==> src/hw/rtl/lcdw_pkg.sv <==
`timescale 1ns / 1ps
`default_nettype none

package lcdw_pkg;

  typedef struct packed {
    logic       operation;
    logic [7:0] value;
  } in_item_t;

  typedef struct packed {
    logic [7:0] expander_byte;
    logic       last;
  } out_item_t;

  // One LCD byte as it waits between front and back
  typedef struct packed {
    logic [7:0] data;
    logic       rs;
    logic       last;
  } lcd_cmd_t;

  typedef struct packed {
    logic [2:0] num_lines;
    logic       backlight_on;
    logic [7:0] backlight_mask;
    logic [7:0] rs_mask;
    logic [7:0] en_mask;
  } lcdw_cfg_t;

  localparam logic [2:0] CFG_NUM_LINES      = 3'd0;
  localparam logic [2:0] CFG_BACKLIGHT_ON   = 3'd1;
  localparam logic [2:0] CFG_BACKLIGHT_MASK = 3'd2;
  localparam logic [2:0] CFG_RS_MASK        = 3'd3;
  localparam logic [2:0] CFG_EN_MASK        = 3'd4;

  localparam logic       OP_CHAR = 1'b0;

  localparam logic [7:0] CHAR_LF       = 8'h0A;
  localparam logic [7:0] CHAR_CR       = 8'h0D;
  localparam logic [7:0] CMD_SET_DDRAM = 8'h80;

  localparam logic [7:0] ROW_BASE [4] = '{8'h00, 8'h40, 8'h14, 8'h54};

  localparam int QDEPTH = 4;

  function automatic logic [7:0] hex_digit(input logic [3:0] d);
    logic [7:0] r;
    if (d > 4'd9) r = 8'h37 + {4'h0, d};
    else          r = 8'h30 + {4'h0, d};
    return r;
  endfunction

endpackage

`default_nettype wire

==> src/hw/rtl/lcdw_front.sv <==
`timescale 1ns / 1ps
`default_nettype none

module lcdw_front
  import lcdw_pkg::*;
#(
  parameter int COLUMNS = 20,
  parameter int ROWS    = 4
) (
  input  wire logic     clk,
  input  wire logic     rst,
  input  wire logic     in_valid,
  output logic          in_ready,
  input  wire in_item_t in_data,
  input  wire lcdw_cfg_t cfg,
  output logic          push_valid,
  input  wire logic     push_ready,
  output lcd_cmd_t      push_data
);

  localparam int COL_W = $clog2(COLUMNS);
  localparam int ROW_W = (ROWS > 1) ? $clog2(ROWS) : 1;

  logic             busy;
  logic             is_addr;
  logic [7:0]       cur_char;
  logic             second_pending;
  logic [7:0]       second_char;
  logic [COL_W-1:0] col;
  logic [ROW_W-1:0] row;

  logic             is_crlf;
  logic             step_done;
  logic             finishing;
  logic             accept;
  logic [COL_W:0]   col_inc;
  logic [ROW_W-1:0] row_inc;
  logic [2:0]       lines;
  logic [2:0]       row_ext;
  logic [2:0]       row_sel;
  logic [7:0]       addr;

  always_comb begin
    is_crlf   = (cur_char == CHAR_LF) || (cur_char == CHAR_CR);
    col_inc   = {1'b0, col} + 1'b1;
    row_inc   = (row == ROW_W'(ROWS - 1)) ? '0 : row + 1'b1;
    lines     = (cfg.num_lines == 3'd0) ? 3'd1 : cfg.num_lines;
    row_ext   = 3'(row);
    // clamp rows beyond the configured line count to its last line
    row_sel   = (row_ext >= lines) ? lines - 3'd1 : row_ext;
    addr      = 8'(col) + ROW_BASE[row_sel[1:0]];

    push_valid = busy && (is_addr || !is_crlf);
    if (is_addr) begin
      push_data = '{data: CMD_SET_DDRAM | addr, rs: 1'b0, last: !second_pending};
    end else begin
      push_data = '{data: cur_char, rs: 1'b1, last: 1'b0};
    end

    step_done = busy && (!push_valid || push_ready);
    finishing = busy && is_addr && !second_pending && push_ready;
    in_ready  = !busy || finishing;
    accept    = in_valid && in_ready;
  end

  always_ff @(posedge clk) begin
    if (rst) begin
      busy           <= 1'b0;
      is_addr        <= 1'b0;
      second_pending <= 1'b0;
      col            <= '0;
      row            <= '0;
    end else begin
      if (accept) begin
        busy    <= 1'b1;
        is_addr <= 1'b0;
        if (in_data.operation == OP_CHAR) begin
          cur_char       <= in_data.value;
          second_pending <= 1'b0;
        end else begin
          cur_char       <= hex_digit(in_data.value[7:4]);
          second_char    <= hex_digit(in_data.value[3:0]);
          second_pending <= 1'b1;
        end
      end else if (step_done) begin
        if (!is_addr) begin
          is_addr <= 1'b1;
          // advance the cursor before the address command is built
          if (is_crlf || (col_inc >= (COL_W + 1)'(COLUMNS))) begin
            col <= '0;
            row <= row_inc;
          end else begin
            col <= col_inc[COL_W-1:0];
          end
        end else if (second_pending) begin
          cur_char       <= second_char;
          second_pending <= 1'b0;
          is_addr        <= 1'b0;
        end else begin
          busy <= 1'b0;
        end
      end
    end
  end

endmodule

`default_nettype wire

==> src/hw/rtl/lcdw_fifo.sv <==
`timescale 1ns / 1ps
`default_nettype none

module lcdw_fifo
  import lcdw_pkg::*;
(
  input  wire logic     clk,
  input  wire logic     rst,
  input  wire logic     push_valid,
  output logic          push_ready,
  input  wire lcd_cmd_t push_data,
  output logic          pop_valid,
  input  wire logic     pop_ready,
  output lcd_cmd_t      pop_data
);

  localparam int PTR_W = $clog2(QDEPTH);
  localparam int CNT_W = $clog2(QDEPTH + 1);

  lcd_cmd_t         mem [QDEPTH];
  logic [PTR_W-1:0] wr_ptr;
  logic [PTR_W-1:0] rd_ptr;
  logic [CNT_W-1:0] count;
  logic             do_push;
  logic             do_pop;

  always_comb begin
    push_ready = (count != CNT_W'(QDEPTH));
    pop_valid  = (count != '0);
    pop_data   = mem[rd_ptr];
    do_push    = push_valid && push_ready;
    do_pop     = pop_valid && pop_ready;
  end

  always_ff @(posedge clk) begin
    if (do_push) mem[wr_ptr] <= push_data;
  end

  always_ff @(posedge clk) begin
    if (rst) begin
      wr_ptr <= '0;
      rd_ptr <= '0;
      count  <= '0;
    end else begin
      if (do_push) wr_ptr <= wr_ptr + 1'b1;
      if (do_pop)  rd_ptr <= rd_ptr + 1'b1;
      if (do_push && !do_pop)      count <= count + 1'b1;
      else if (do_pop && !do_push) count <= count - 1'b1;
    end
  end

endmodule

`default_nettype wire

==> src/hw/rtl/lcdw_back.sv <==
`timescale 1ns / 1ps
`default_nettype none

module lcdw_back
  import lcdw_pkg::*;
(
  input  wire logic      clk,
  input  wire logic      rst,
  input  wire logic      pop_valid,
  output logic           pop_ready,
  input  wire lcd_cmd_t  pop_data,
  input  wire lcdw_cfg_t cfg,
  output logic           out_valid,
  input  wire logic      out_ready,
  output out_item_t      out_data
);

  typedef enum logic [1:0] {
    STB_PLAIN,
    STB_EN_SET,
    STB_EN_CLR
  } strobe_t;

  lcd_cmd_t   cmd;
  logic       cmd_valid;
  logic       half;
  strobe_t    stb;

  logic       emit;
  logic       fin;
  logic [3:0] nib;
  logic [7:0] base;
  logic [7:0] bl;
  logic [7:0] port_byte;

  always_comb begin
    emit      = cmd_valid && (!out_valid || out_ready);
    fin       = emit && half && (stb == STB_EN_CLR);
    pop_ready = !cmd_valid || fin;

    nib  = half ? cmd.data[3:0] : cmd.data[7:4];
    base = {nib, 4'h0} | (cmd.rs ? cfg.rs_mask : 8'h00);
    bl   = cfg.backlight_on ? cfg.backlight_mask : 8'h00;
    case (stb)
      STB_PLAIN:  port_byte = base | bl;
      STB_EN_SET: port_byte = base | cfg.en_mask | bl;
      STB_EN_CLR: port_byte = (base & ~cfg.en_mask) | bl;
      default:    port_byte = base | bl;
    endcase
  end

  always_ff @(posedge clk) begin
    if (rst) begin
      cmd_valid <= 1'b0;
      out_valid <= 1'b0;
      half      <= 1'b0;
      stb       <= STB_PLAIN;
    end else begin
      if (emit) begin
        out_valid <= 1'b1;
        out_data  <= '{expander_byte: port_byte, last: cmd.last && fin};
      end else if (out_ready) begin
        out_valid <= 1'b0;
      end

      if (pop_valid && pop_ready) begin
        cmd       <= pop_data;
        cmd_valid <= 1'b1;
        half      <= 1'b0;
        stb       <= STB_PLAIN;
      end else if (emit) begin
        if (fin) cmd_valid <= 1'b0;
        case (stb)
          STB_PLAIN:  stb <= STB_EN_SET;
          STB_EN_SET: stb <= STB_EN_CLR;
          STB_EN_CLR: begin
            stb  <= STB_PLAIN;
            half <= !half;
          end
          default:    stb <= STB_PLAIN;
        endcase
      end
    end
  end

endmodule

`default_nettype wire

==> src/hw/rtl/char_lcd_expander_writer.sv <==
`timescale 1ns / 1ps
`default_nettype none

// Character LCD writer for a 4-bit panel behind an 8-bit port expander.
// Input channel (in_valid/in_ready/in_data): one item is a character, or a
// byte to be shown as two uppercase hex digits. Output channel
// (out_valid/out_ready/out_data): one expander port byte per item, with
// last set on the final byte belonging to an input item.
// A shown character gives 12 port bytes (data byte then set-address
// command, each as two nibbles of three strobe bytes), CR or LF gives 6,
// a hex byte gives 24. The back end emits one port byte per cycle while the
// queue holds bytes and the receiver is ready. Into an idle block the first
// byte passes the front-end state, the queue, the command register and the
// output register; CR or LF first takes an extra front-end step.
// The front end tracks the cursor and queues LCD bytes in a four-entry
// queue; it takes the next item while the back end still streams bytes.
// When the receiver stalls, the output register holds its byte and the queue
// fills, after which in_ready drops. Reset puts the cursor at column 0, row
// 0 and loads the register defaults: 4 lines, backlight on, backlight mask
// 0x08, RS mask 0x01, enable mask 0x04. The user must write configuration
// (cfg_we/cfg_index/cfg_wdata) only while idle; the block doesn't enforce it.
module char_lcd_expander_writer
  import lcdw_pkg::*;
#(
  parameter int COLUMNS = 20,
  parameter int ROWS    = 4
) (
  input  wire logic       clk,
  input  wire logic       rst,
  input  wire logic       in_valid,
  output logic            in_ready,
  input  wire in_item_t   in_data,
  output logic            out_valid,
  input  wire logic       out_ready,
  output out_item_t       out_data,
  input  wire logic       cfg_we,
  input  wire logic [2:0] cfg_index,
  input  wire logic [7:0] cfg_wdata
);

  lcdw_cfg_t cfg;
  logic      push_valid;
  logic      push_ready;
  lcd_cmd_t  push_data;
  logic      pop_valid;
  logic      pop_ready;
  lcd_cmd_t  pop_data;

  always_ff @(posedge clk) begin
    if (rst) begin
      cfg.num_lines      <= 3'd4;
      cfg.backlight_on   <= 1'b1;
      cfg.backlight_mask <= 8'h08;
      cfg.rs_mask        <= 8'h01;
      cfg.en_mask        <= 8'h04;
    end else if (cfg_we) begin
      case (cfg_index)
        CFG_NUM_LINES:      cfg.num_lines      <= cfg_wdata[2:0];
        CFG_BACKLIGHT_ON:   cfg.backlight_on   <= cfg_wdata[0];
        CFG_BACKLIGHT_MASK: cfg.backlight_mask <= cfg_wdata;
        CFG_RS_MASK:        cfg.rs_mask        <= cfg_wdata;
        CFG_EN_MASK:        cfg.en_mask        <= cfg_wdata;
        default:            ;
      endcase
    end
  end

  lcdw_front #(
    .COLUMNS(COLUMNS),
    .ROWS   (ROWS)
  ) u_front (
    .clk       (clk),
    .rst       (rst),
    .in_valid  (in_valid),
    .in_ready  (in_ready),
    .in_data   (in_data),
    .cfg       (cfg),
    .push_valid(push_valid),
    .push_ready(push_ready),
    .push_data (push_data)
  );

  lcdw_fifo u_fifo (
    .clk       (clk),
    .rst       (rst),
    .push_valid(push_valid),
    .push_ready(push_ready),
    .push_data (push_data),
    .pop_valid (pop_valid),
    .pop_ready (pop_ready),
    .pop_data  (pop_data)
  );

  lcdw_back u_back (
    .clk      (clk),
    .rst      (rst),
    .pop_valid(pop_valid),
    .pop_ready(pop_ready),
    .pop_data (pop_data),
    .cfg      (cfg),
    .out_valid(out_valid),
    .out_ready(out_ready),
    .out_data (out_data)
  );

  // the closing LCD byte of an item is always a set-address command
  a_last_is_cmd: assert property (@(posedge clk) disable iff (rst)
    push_valid && push_data.last |-> !push_data.rs)
    else $error("last LCD byte queued with register select set");

  // a character other than LF or CR is offered to the queue right after acceptance
  a_char_queued: assert property (@(posedge clk) disable iff (rst)
    in_valid && in_ready && (in_data.operation == OP_CHAR) &&
    (in_data.value != CHAR_LF) && (in_data.value != CHAR_CR) |=> push_valid)
    else $error("accepted character not offered to the queue");

  a_reset_quiet: assert property (@(posedge clk)
    rst |=> !out_valid && !pop_valid)
    else $error("output or queue not empty after reset");

endmodule

`default_nettype wire

==> config.mk <==
export PLATFORM = sky130hd
export DESIGN_NAME = char_lcd_expander_writer
export DESIGN_NICKNAME = d
export VERILOG_FILES = /design/src/hw/rtl/lcdw_pkg.sv /design/src/hw/rtl/lcdw_front.sv /design/src/hw/rtl/lcdw_fifo.sv /design/src/hw/rtl/lcdw_back.sv /design/src/hw/rtl/char_lcd_expander_writer.sv
export SDC_FILE = /design/constraint.sdc
export NUM_CORES = 1
export LEC_CHECK = 0
export BUFFER_PORTS_ARGS = -buffer_cell sky130_fd_sc_hd__buf_2
export CORE_UTILIZATION = 55
export DETAILED_ROUTE_END_ITERATION = 16
export GPL_TIMING_DRIVEN = 0
export PLACE_DENSITY = 0.76
export SKIP_LAST_GASP = 1
export SLEW_MARGIN = 15
export SYNTH_ARGS = -nofsm -noshare
export SYNTH_HDL_FRONTEND = slang
export SYNTH_HIERARCHICAL = 1
export SYNTH_SLANG_ARGS = --single-unit
export TNS_END_PERCENT = 100
==> constraint.sdc <==
create_clock -name clk -period 2.15 [get_ports clk]
set_input_delay 0.215 -clock clk [delete_from_list [all_inputs] [get_ports clk]]
set_output_delay 0.215 -clock clk [all_outputs]
set_load 0.05 [all_outputs]
Word-level counts from Yosys, hierarchy flattened
Memory sizes are Yosys's and may differ from the RTL's. A register that Yosys moved wholly into a read port is not among the register bits.
Cells that the tools add are included.
{ "word_totals": {"output_inout_bits": 11, "word_cells": 158, "ramBits": 40, "n_memories": 1, "regBits": 75} }
{ "mem_list": {"columns": ["name", "words", "width", "rd", "rd_ports_with_merged_regs", "wr", "line_no", "text"], "rows": [
  ["u_fifo.mem", 4, 10, 1, 1, 1, "lcdw_fifo.sv:20", "lcd_cmd_t mem [QDEPTH];"]
]} }
{ "classes": {"n_lt_le_gt_ge": 5, "muxes": 39, "bitwise_logic": 11, "eq_ne": 11, "reduce_logical": 58, "n_addsub": 12} }
{ "ops": {"columns": ["op", "count"], "rows": [
  ["8-bit two-way mux", 9],
  ["8-bit OR", 5],
  ["6-bit by 4-bit adder with 7-bit output (first input constant)", 4],
  ["2-bit AND reduction", 10],
  ["1-bit two-way mux", 17],
  ["8-bit binary-select mux with 2-bit select", 1],
  ["8-bit by 4-bit == test with 1-bit output (second input constant)", 2],
  ["8-bit one-hot mux with 2 select lines", 1],
  ["1-bit logical AND", 14],
  ["7-bit two-way mux", 2],
  ["2-bit nonzero test", 7],
  ["10-bit two-way mux", 1],
  ["1-bit zero test", 9],
  ["3-bit two-way mux", 3],
  ["3-bit AND reduction", 3],
  ["8-bit bitwise AND", 1],
  ["4-bit greater-than comparator (second input constant)", 2],
  ["8-bit inverter", 1],
  ["4-bit AND reduction", 2],
  ["5-bit by 7-bit adder with 7-bit output", 1],
  ["1-bit logical OR", 7],
  ["2-bit by 1-bit adder with 2-bit output (second input constant)", 3],
  ["5-bit by 1-bit adder with 6-bit output (second input constant)", 1],
  ["3-bit by 2-bit == test with 1-bit output (second input constant)", 2],
  ["other kinds (22)", 28]
]} }

Longest topological paths before layout
{ "logic_depth": {"depth_word": 10, "ltp_mapped": 11, "depth_no_buf": 11} }

By module
The synthesis kept the hierarchy.
{ "by_module_without_submodules": {"columns": ["mod", "area_per_inst_um2", "n_inst", "seq_area_each_um2", "cells_per_inst"], "rows": [
  ["lcdw_fifo", 1928.1, 1, 1381.3, 100],
  ["lcdw_front", 1604.0, 1, 650.6, 178],
  ["lcdw_back", 1198.6, 1, 670.6, 106],
  ["char_lcd_expander_writer", 1184.9, 1, 560.5, 111]
]} }

Worst setup path before layout
Ideal clock, no wire load.
{ "synth_path": {"kind": "reg2reg", "startpoint": "register u_fifo.count[0]", "endpoint": "register u_front.second_char[0], enable pin", "path_stages_with_launch": 8, "period_less_slack_ns": 2.472, "setup_time_ns": 0.380, "arrival_ns": 2.092, "path_slack_ns": -0.322, "required_time_ns": 1.770, "path_cell_list": "dfxtp_1 nor2_2 nand2_1 nand3b_1 nand2_1 nand2_1 clkbuf_1 nor3_1"} }
{ "synth_via": {"elab_chain_cells": 5} }
{ "synth_lines": {"columns": ["element", "line_no", "text"], "rows": [
  ["start: declaration", "lcdw_fifo.sv:23", "logic [CNT_W-1:0] count;"],
  ["start signal: assignment", "lcdw_fifo.sv:47", "if (do_push && !do_pop) count <= count + 1'b1;"],
  ["start signal: assignment", "lcdw_fifo.sv:48", "else if (do_pop && !do_push) count <= count - 1'b1;"],
  ["3-bit inequality test", "lcdw_fifo.sv:28", "push_ready = (count != CNT_W'(QDEPTH));"],
  ["via push_ready", "char_lcd_expander_writer.sv:43", "logic push_ready;"],
  ["1-bit logical AND", "lcdw_front.sv:61", "finishing = busy && is_addr && !second_pending && push_ready;"],
  ["1-bit logical OR", "lcdw_front.sv:62", "in_ready = !busy || finishing;"],
  ["via in_ready", "char_lcd_expander_writer.sv:31", "output logic in_ready,"],
  ["1-bit logical AND", "lcdw_front.sv:63", "accept = in_valid && in_ready;"],
  ["3-bit AND reduction (no source line)", null, null],
  ["end signal: assignment", "lcdw_front.sv:82", "second_char <= hex_digit(in_data.value[3:0]);"],
  ["end: declaration", "lcdw_front.sv:28", "logic [7:0] second_char;"]
]} }
The timed path passes the listed nets, and every way through them passes these cells.
A chain may end at the register's enable or synchronous reset.

Worst setup path after layout
{ "layout_path": {"startpoint": "register u_front.cur_char[2]", "endpoint": "register u_fifo.count[2]"} }
{ "layout_via": {"elab_chain_cells": 9, "elab_cells_between_ends": 12} }
{ "layout_lines": {"columns": ["element", "line_no", "text"], "rows": [
  ["start: declaration", "lcdw_front.sv:26", "logic [7:0] cur_char;"],
  ["start signal: assignment", "lcdw_front.sv:78", "cur_char <= in_data.value;"],
  ["start signal: assignment", "lcdw_front.sv:81", "cur_char <= hex_digit(in_data.value[7:4]);"],
  ["start signal: assignment", "lcdw_front.sv:96", "cur_char <= second_char;"],
  ["8-bit by 4-bit == test with 1-bit output", "lcdw_front.sv:44", "is_crlf = (cur_char == CHAR_LF) || (cur_char == CHAR_CR);"],
  ["1-bit logical OR *", "lcdw_front.sv:44", null],
  ["1-bit zero test *", "lcdw_front.sv:53", "push_valid = busy && (is_addr || !is_crlf);"],
  ["1-bit logical OR *", "lcdw_front.sv:53", null],
  ["1-bit logical AND *", "lcdw_front.sv:53", null],
  ["via push_valid", "char_lcd_expander_writer.sv:42", "logic push_valid;"],
  ["1-bit logical AND *", "lcdw_fifo.sv:31", "do_push = push_valid && push_ready;"],
  ["via u_fifo.do_push", "lcdw_fifo.sv:24", "logic do_push;"],
  ["1-bit zero test", "lcdw_fifo.sv:48", null],
  ["1-bit logical AND", "lcdw_fifo.sv:48", null],
  ["2-bit nonzero test (no source line)", null, null]
]} }
The timed path passes the listed nets; every way through them passes the cells marked *.

==> results by group <==
Run status
  • Status: finished with violations
  • Failing checks: negative setup slack

Route
  • Vias/cell: 5.71
  • DR DRC count: 0
  • TritonRoute pass-1 iters: 4
  • Wire per inst: 18.0 µm
  • Via count: 4069
  • Final ANT Viol Nets: 0
  • Initial DRC count: 173
  • Final wirelength: 12800 µm

Clock network
  • Clk buf depth: 2
  • Worst-Skew Late Latency: 0.52 ns
  • H-tree depth: 4
  • CTS Root Cell: clkbuf_8
  • Clock Sinks: 126
  • Clock Pin Slew Worst Setup and Hold Paths: 0.06 ns
  • CTS tree: yes
  • Num CTS Buffers: 17

Worst setup path
  • R2R Setup Slk: -0.24 ns
  • Critical path type: reg2reg
  • CP Data Required Time: 2.60 ns
  • Startpoint Class: register
  • CP Capture Type: register
  • WP data arrival: 2.84 ns
  • Max FO, Critical Path: 3

Logic synthesis
  • Synth async-reset ratio: 0
  • Distinct cells, synth: 63
  • Flops & latches, synth: 126
  • Mapped cell area: 5920 µm²
  • Main synth FF type: edfxtp_1
  • Post-synthesis adder-cell area fraction: 0.0436
  • Syn Nets: 540
  • Post-synth EDFFs: 74
  • Sequential share of the synthesized area: 0.552
  • Post-synthesis simple-gate area fraction: 0.139
  • Syn. warnings: 6
  • Syn_area_per_cell: 12.0 µm²
  • Compound-Gate Fraction of Synth Area: 0.107
  • Mux cell area share after synthesis: 0.113
  • Xor/xnor share of the synthesized area: 0.0104
  • Largest family of logic cells by synthesized area: simple AND/OR/NAND/NOR gates
  • Cell count after synthesis: 495

Global route
  • Grt ovf: 0
  • Global-route wire length before repair: 19800 µm
  • All-layer global routing usage: 0.238
  • Vias in the first global route: 3971
  • Initial antenna violation count: 0
  • Largest net degree at the start of global routing: 17

STA
  • Crit path time final: 2.39 ns
  • Final Max Slew Viols: 0
  • Fmax: 418 MHz
  • Final setup TNS: -2.61 ns
  • Fin. Hold Viols: 0
  • Final critical-path share of the clock period: 1.11
  • Clk_skew: 0.0115 ns
  • Rel. slew slack: 0.432
  • Final setup fails: 18
  • Setup slack after layout: -0.242 ns
  • Hold Slack: 0.0303 ns
  • RSZ-0062 raised after global routing: yes
  • Worst-Margin Slew: 0.849 ns

Final layout
  • Util after Layout: 0.692
  • Fin nets: 609
  • Inserted Diodes: 0
  • FF+latch area: 3270 µm²
  • Synth-to-Final Area Change: 21.4%
  • Commonest non-fill, non-tap cells in the layout: 74 x edfxtp_1, 45 x dfxtp_1, 39 x buf_2
  • Layout cells sized above 1: 0.269
  • Multi-input gate area: 2670 µm²
  • Most common cell after layout, fill and taps aside: edfxtp_1
  • Fillers: 704

Place
  • Dpl ws: -0.386 ns
  • Post-detail-place hpwl: 8090 µm
  • I/O Buffers: 35
  • Final GP Congestion: 0.810

Run
  • Max-Cap Viols: 0

Pwr
  • Total power per unit cell area: 1010 nW/µm²
  • Pleak: 2.71 nW
  • Peak VDD IR: 0.000559 V

Die
  • Die height: 106 µm
  • Die footprint: 11200 µm²
  • Starting Density: 0.570
  • Core area: 10400 µm²
  • I/O pins: 36
  • Die X-Extent: 106 µm
  • # rows: 37

Hold path
  • Hold Crit Class: in2reg
[cells by family after synthesis]
group / after synthesis
flops: 126
mux: 51
simple gates: 147
compound gates: 96
buf+inv: 48
xor+xnor: 7
fa+ha+maj: 20
[layout make-up]
cell class / count / share of cell area
repair buffers: 50 / 0.0429
clock buffers: 21 / 0.0598
inverters: 27 / 0.0141
flip-flops and latches: 126 / 0.456
clock inverters: 11 / 0.0166
plain buffers: 21 / 0.0153
well taps: 136 / 0.0237
multi-input cells: 321 / 0.372
[state kept, by name, summed over array words and instances (netlist names), 3 cells and up, named ones only]
signal / cells
u_front/col: 5
u_front/second_char: 7
u_fifo/count: 3
u_fifo/mem: 40
cfg: 28
u_back/out_data: 9
u_front/cur_char: 8
u_back/cmd: 10
[metrics by stage]
| step | cell area [µm²] | total power, mW | std cells |
|---|---|---|---|
| after floorplan | 5960 | 4.12 | 495 |
| after global placement | 6300 | 4.40 | 666 |
| after detailed placement | 6300 | 4.46 | 666 |
| after CTS | 7020 | 7.15 | 708 |
| after global routing | 7180 | 7.52 | 713 |
| final | 7180 | 7.22 | 713 |
[synthesized netlist by cell type (4+ instances only)]
cell type	n	area, µm²
edfxtp_1	74	2220
and3_1	4	25.0
a211oi_1	4	30.0
mux2i_1	31	310
and2_1	4	25.0
mux2_2	5	56.3
nand2_1	30	113
a21oi_1	25	125
nand3_1	8	40.0
mux2_4	5	75.1
dfxtp_1	52	1040
a221oi_2	4	60.1
nand2b_1	39	244
mux4_2	10	225
a22oi_1	4	30.0
o21ai_0	29	145
a21boi_0	4	30.0
o21ai_1	5	25.0
ha_1	19	238
clkbuf_1	10	37.5
inv_1	27	101
xor2_1	4	35.0
buf_2	4	20.0
a31oi_1	4	25.0
nand3b_1	5	37.5
nor2_1	30	113
o31ai_1	5	37.5
[where the power goes]
group / internal [mW] / total (mW) / leakage [nW] / switching [mW]
Sequential: 2.88 / 3.05 / 1.10 / 0.165
Clock: 1.64 / 2.68 / 0.259 / 1.04
Combinational: 0.630 / 1.50 / 1.35 / 0.865
[layer usage]
| metal | vias to the layer above | share of wire | GRT usage |
|---|---|---|---|
| met2 | 120 | 0.52 | 0.404 |
| met3 | 20 | 0.044 | 0.0581 |
| met4 | 0 | 0.022 | 0.124 |
| met1 | 1987 | 0.41 | 0.280 |
| met5 | - | 0 | 0 |
| li1 | 1942 | - | - |
[worst max-delay path, cell delays in order, from the launching register on]
cell and delay [ns]:
edfxtp_1 0.43, or3b_4 0.44, a211oi_4 0.26, a21boi_2 0.10
a21boi_4 0.16, ha_4 0.17, buf_4 0.13, xor2_1 0.15
or3_1 0.33, a21oi_2 0.14
[timing repair]
item	4_1_cts	5_1_grt
resized for setup	19	24
buffers inserted	7	5
setup endpoints to repair	74	73
hold endpoints to repair	7	0
hold buffers	3	0
pin swaps	10	11
[worst paths after layout]
path	startpoint	endpoint	cells after the start
setup / recovery	u_front/cur_char[2]	u_fifo/count[2]	9
setup reg to reg	u_front/cur_char[2]	u_fifo/count[2]	9
hold reg to reg	cfg[20]	cfg[20]	2
hold / removal	cfg_wdata[2]	cfg[2]	3
Note: power is estimated with default switching activity, not from simulation.
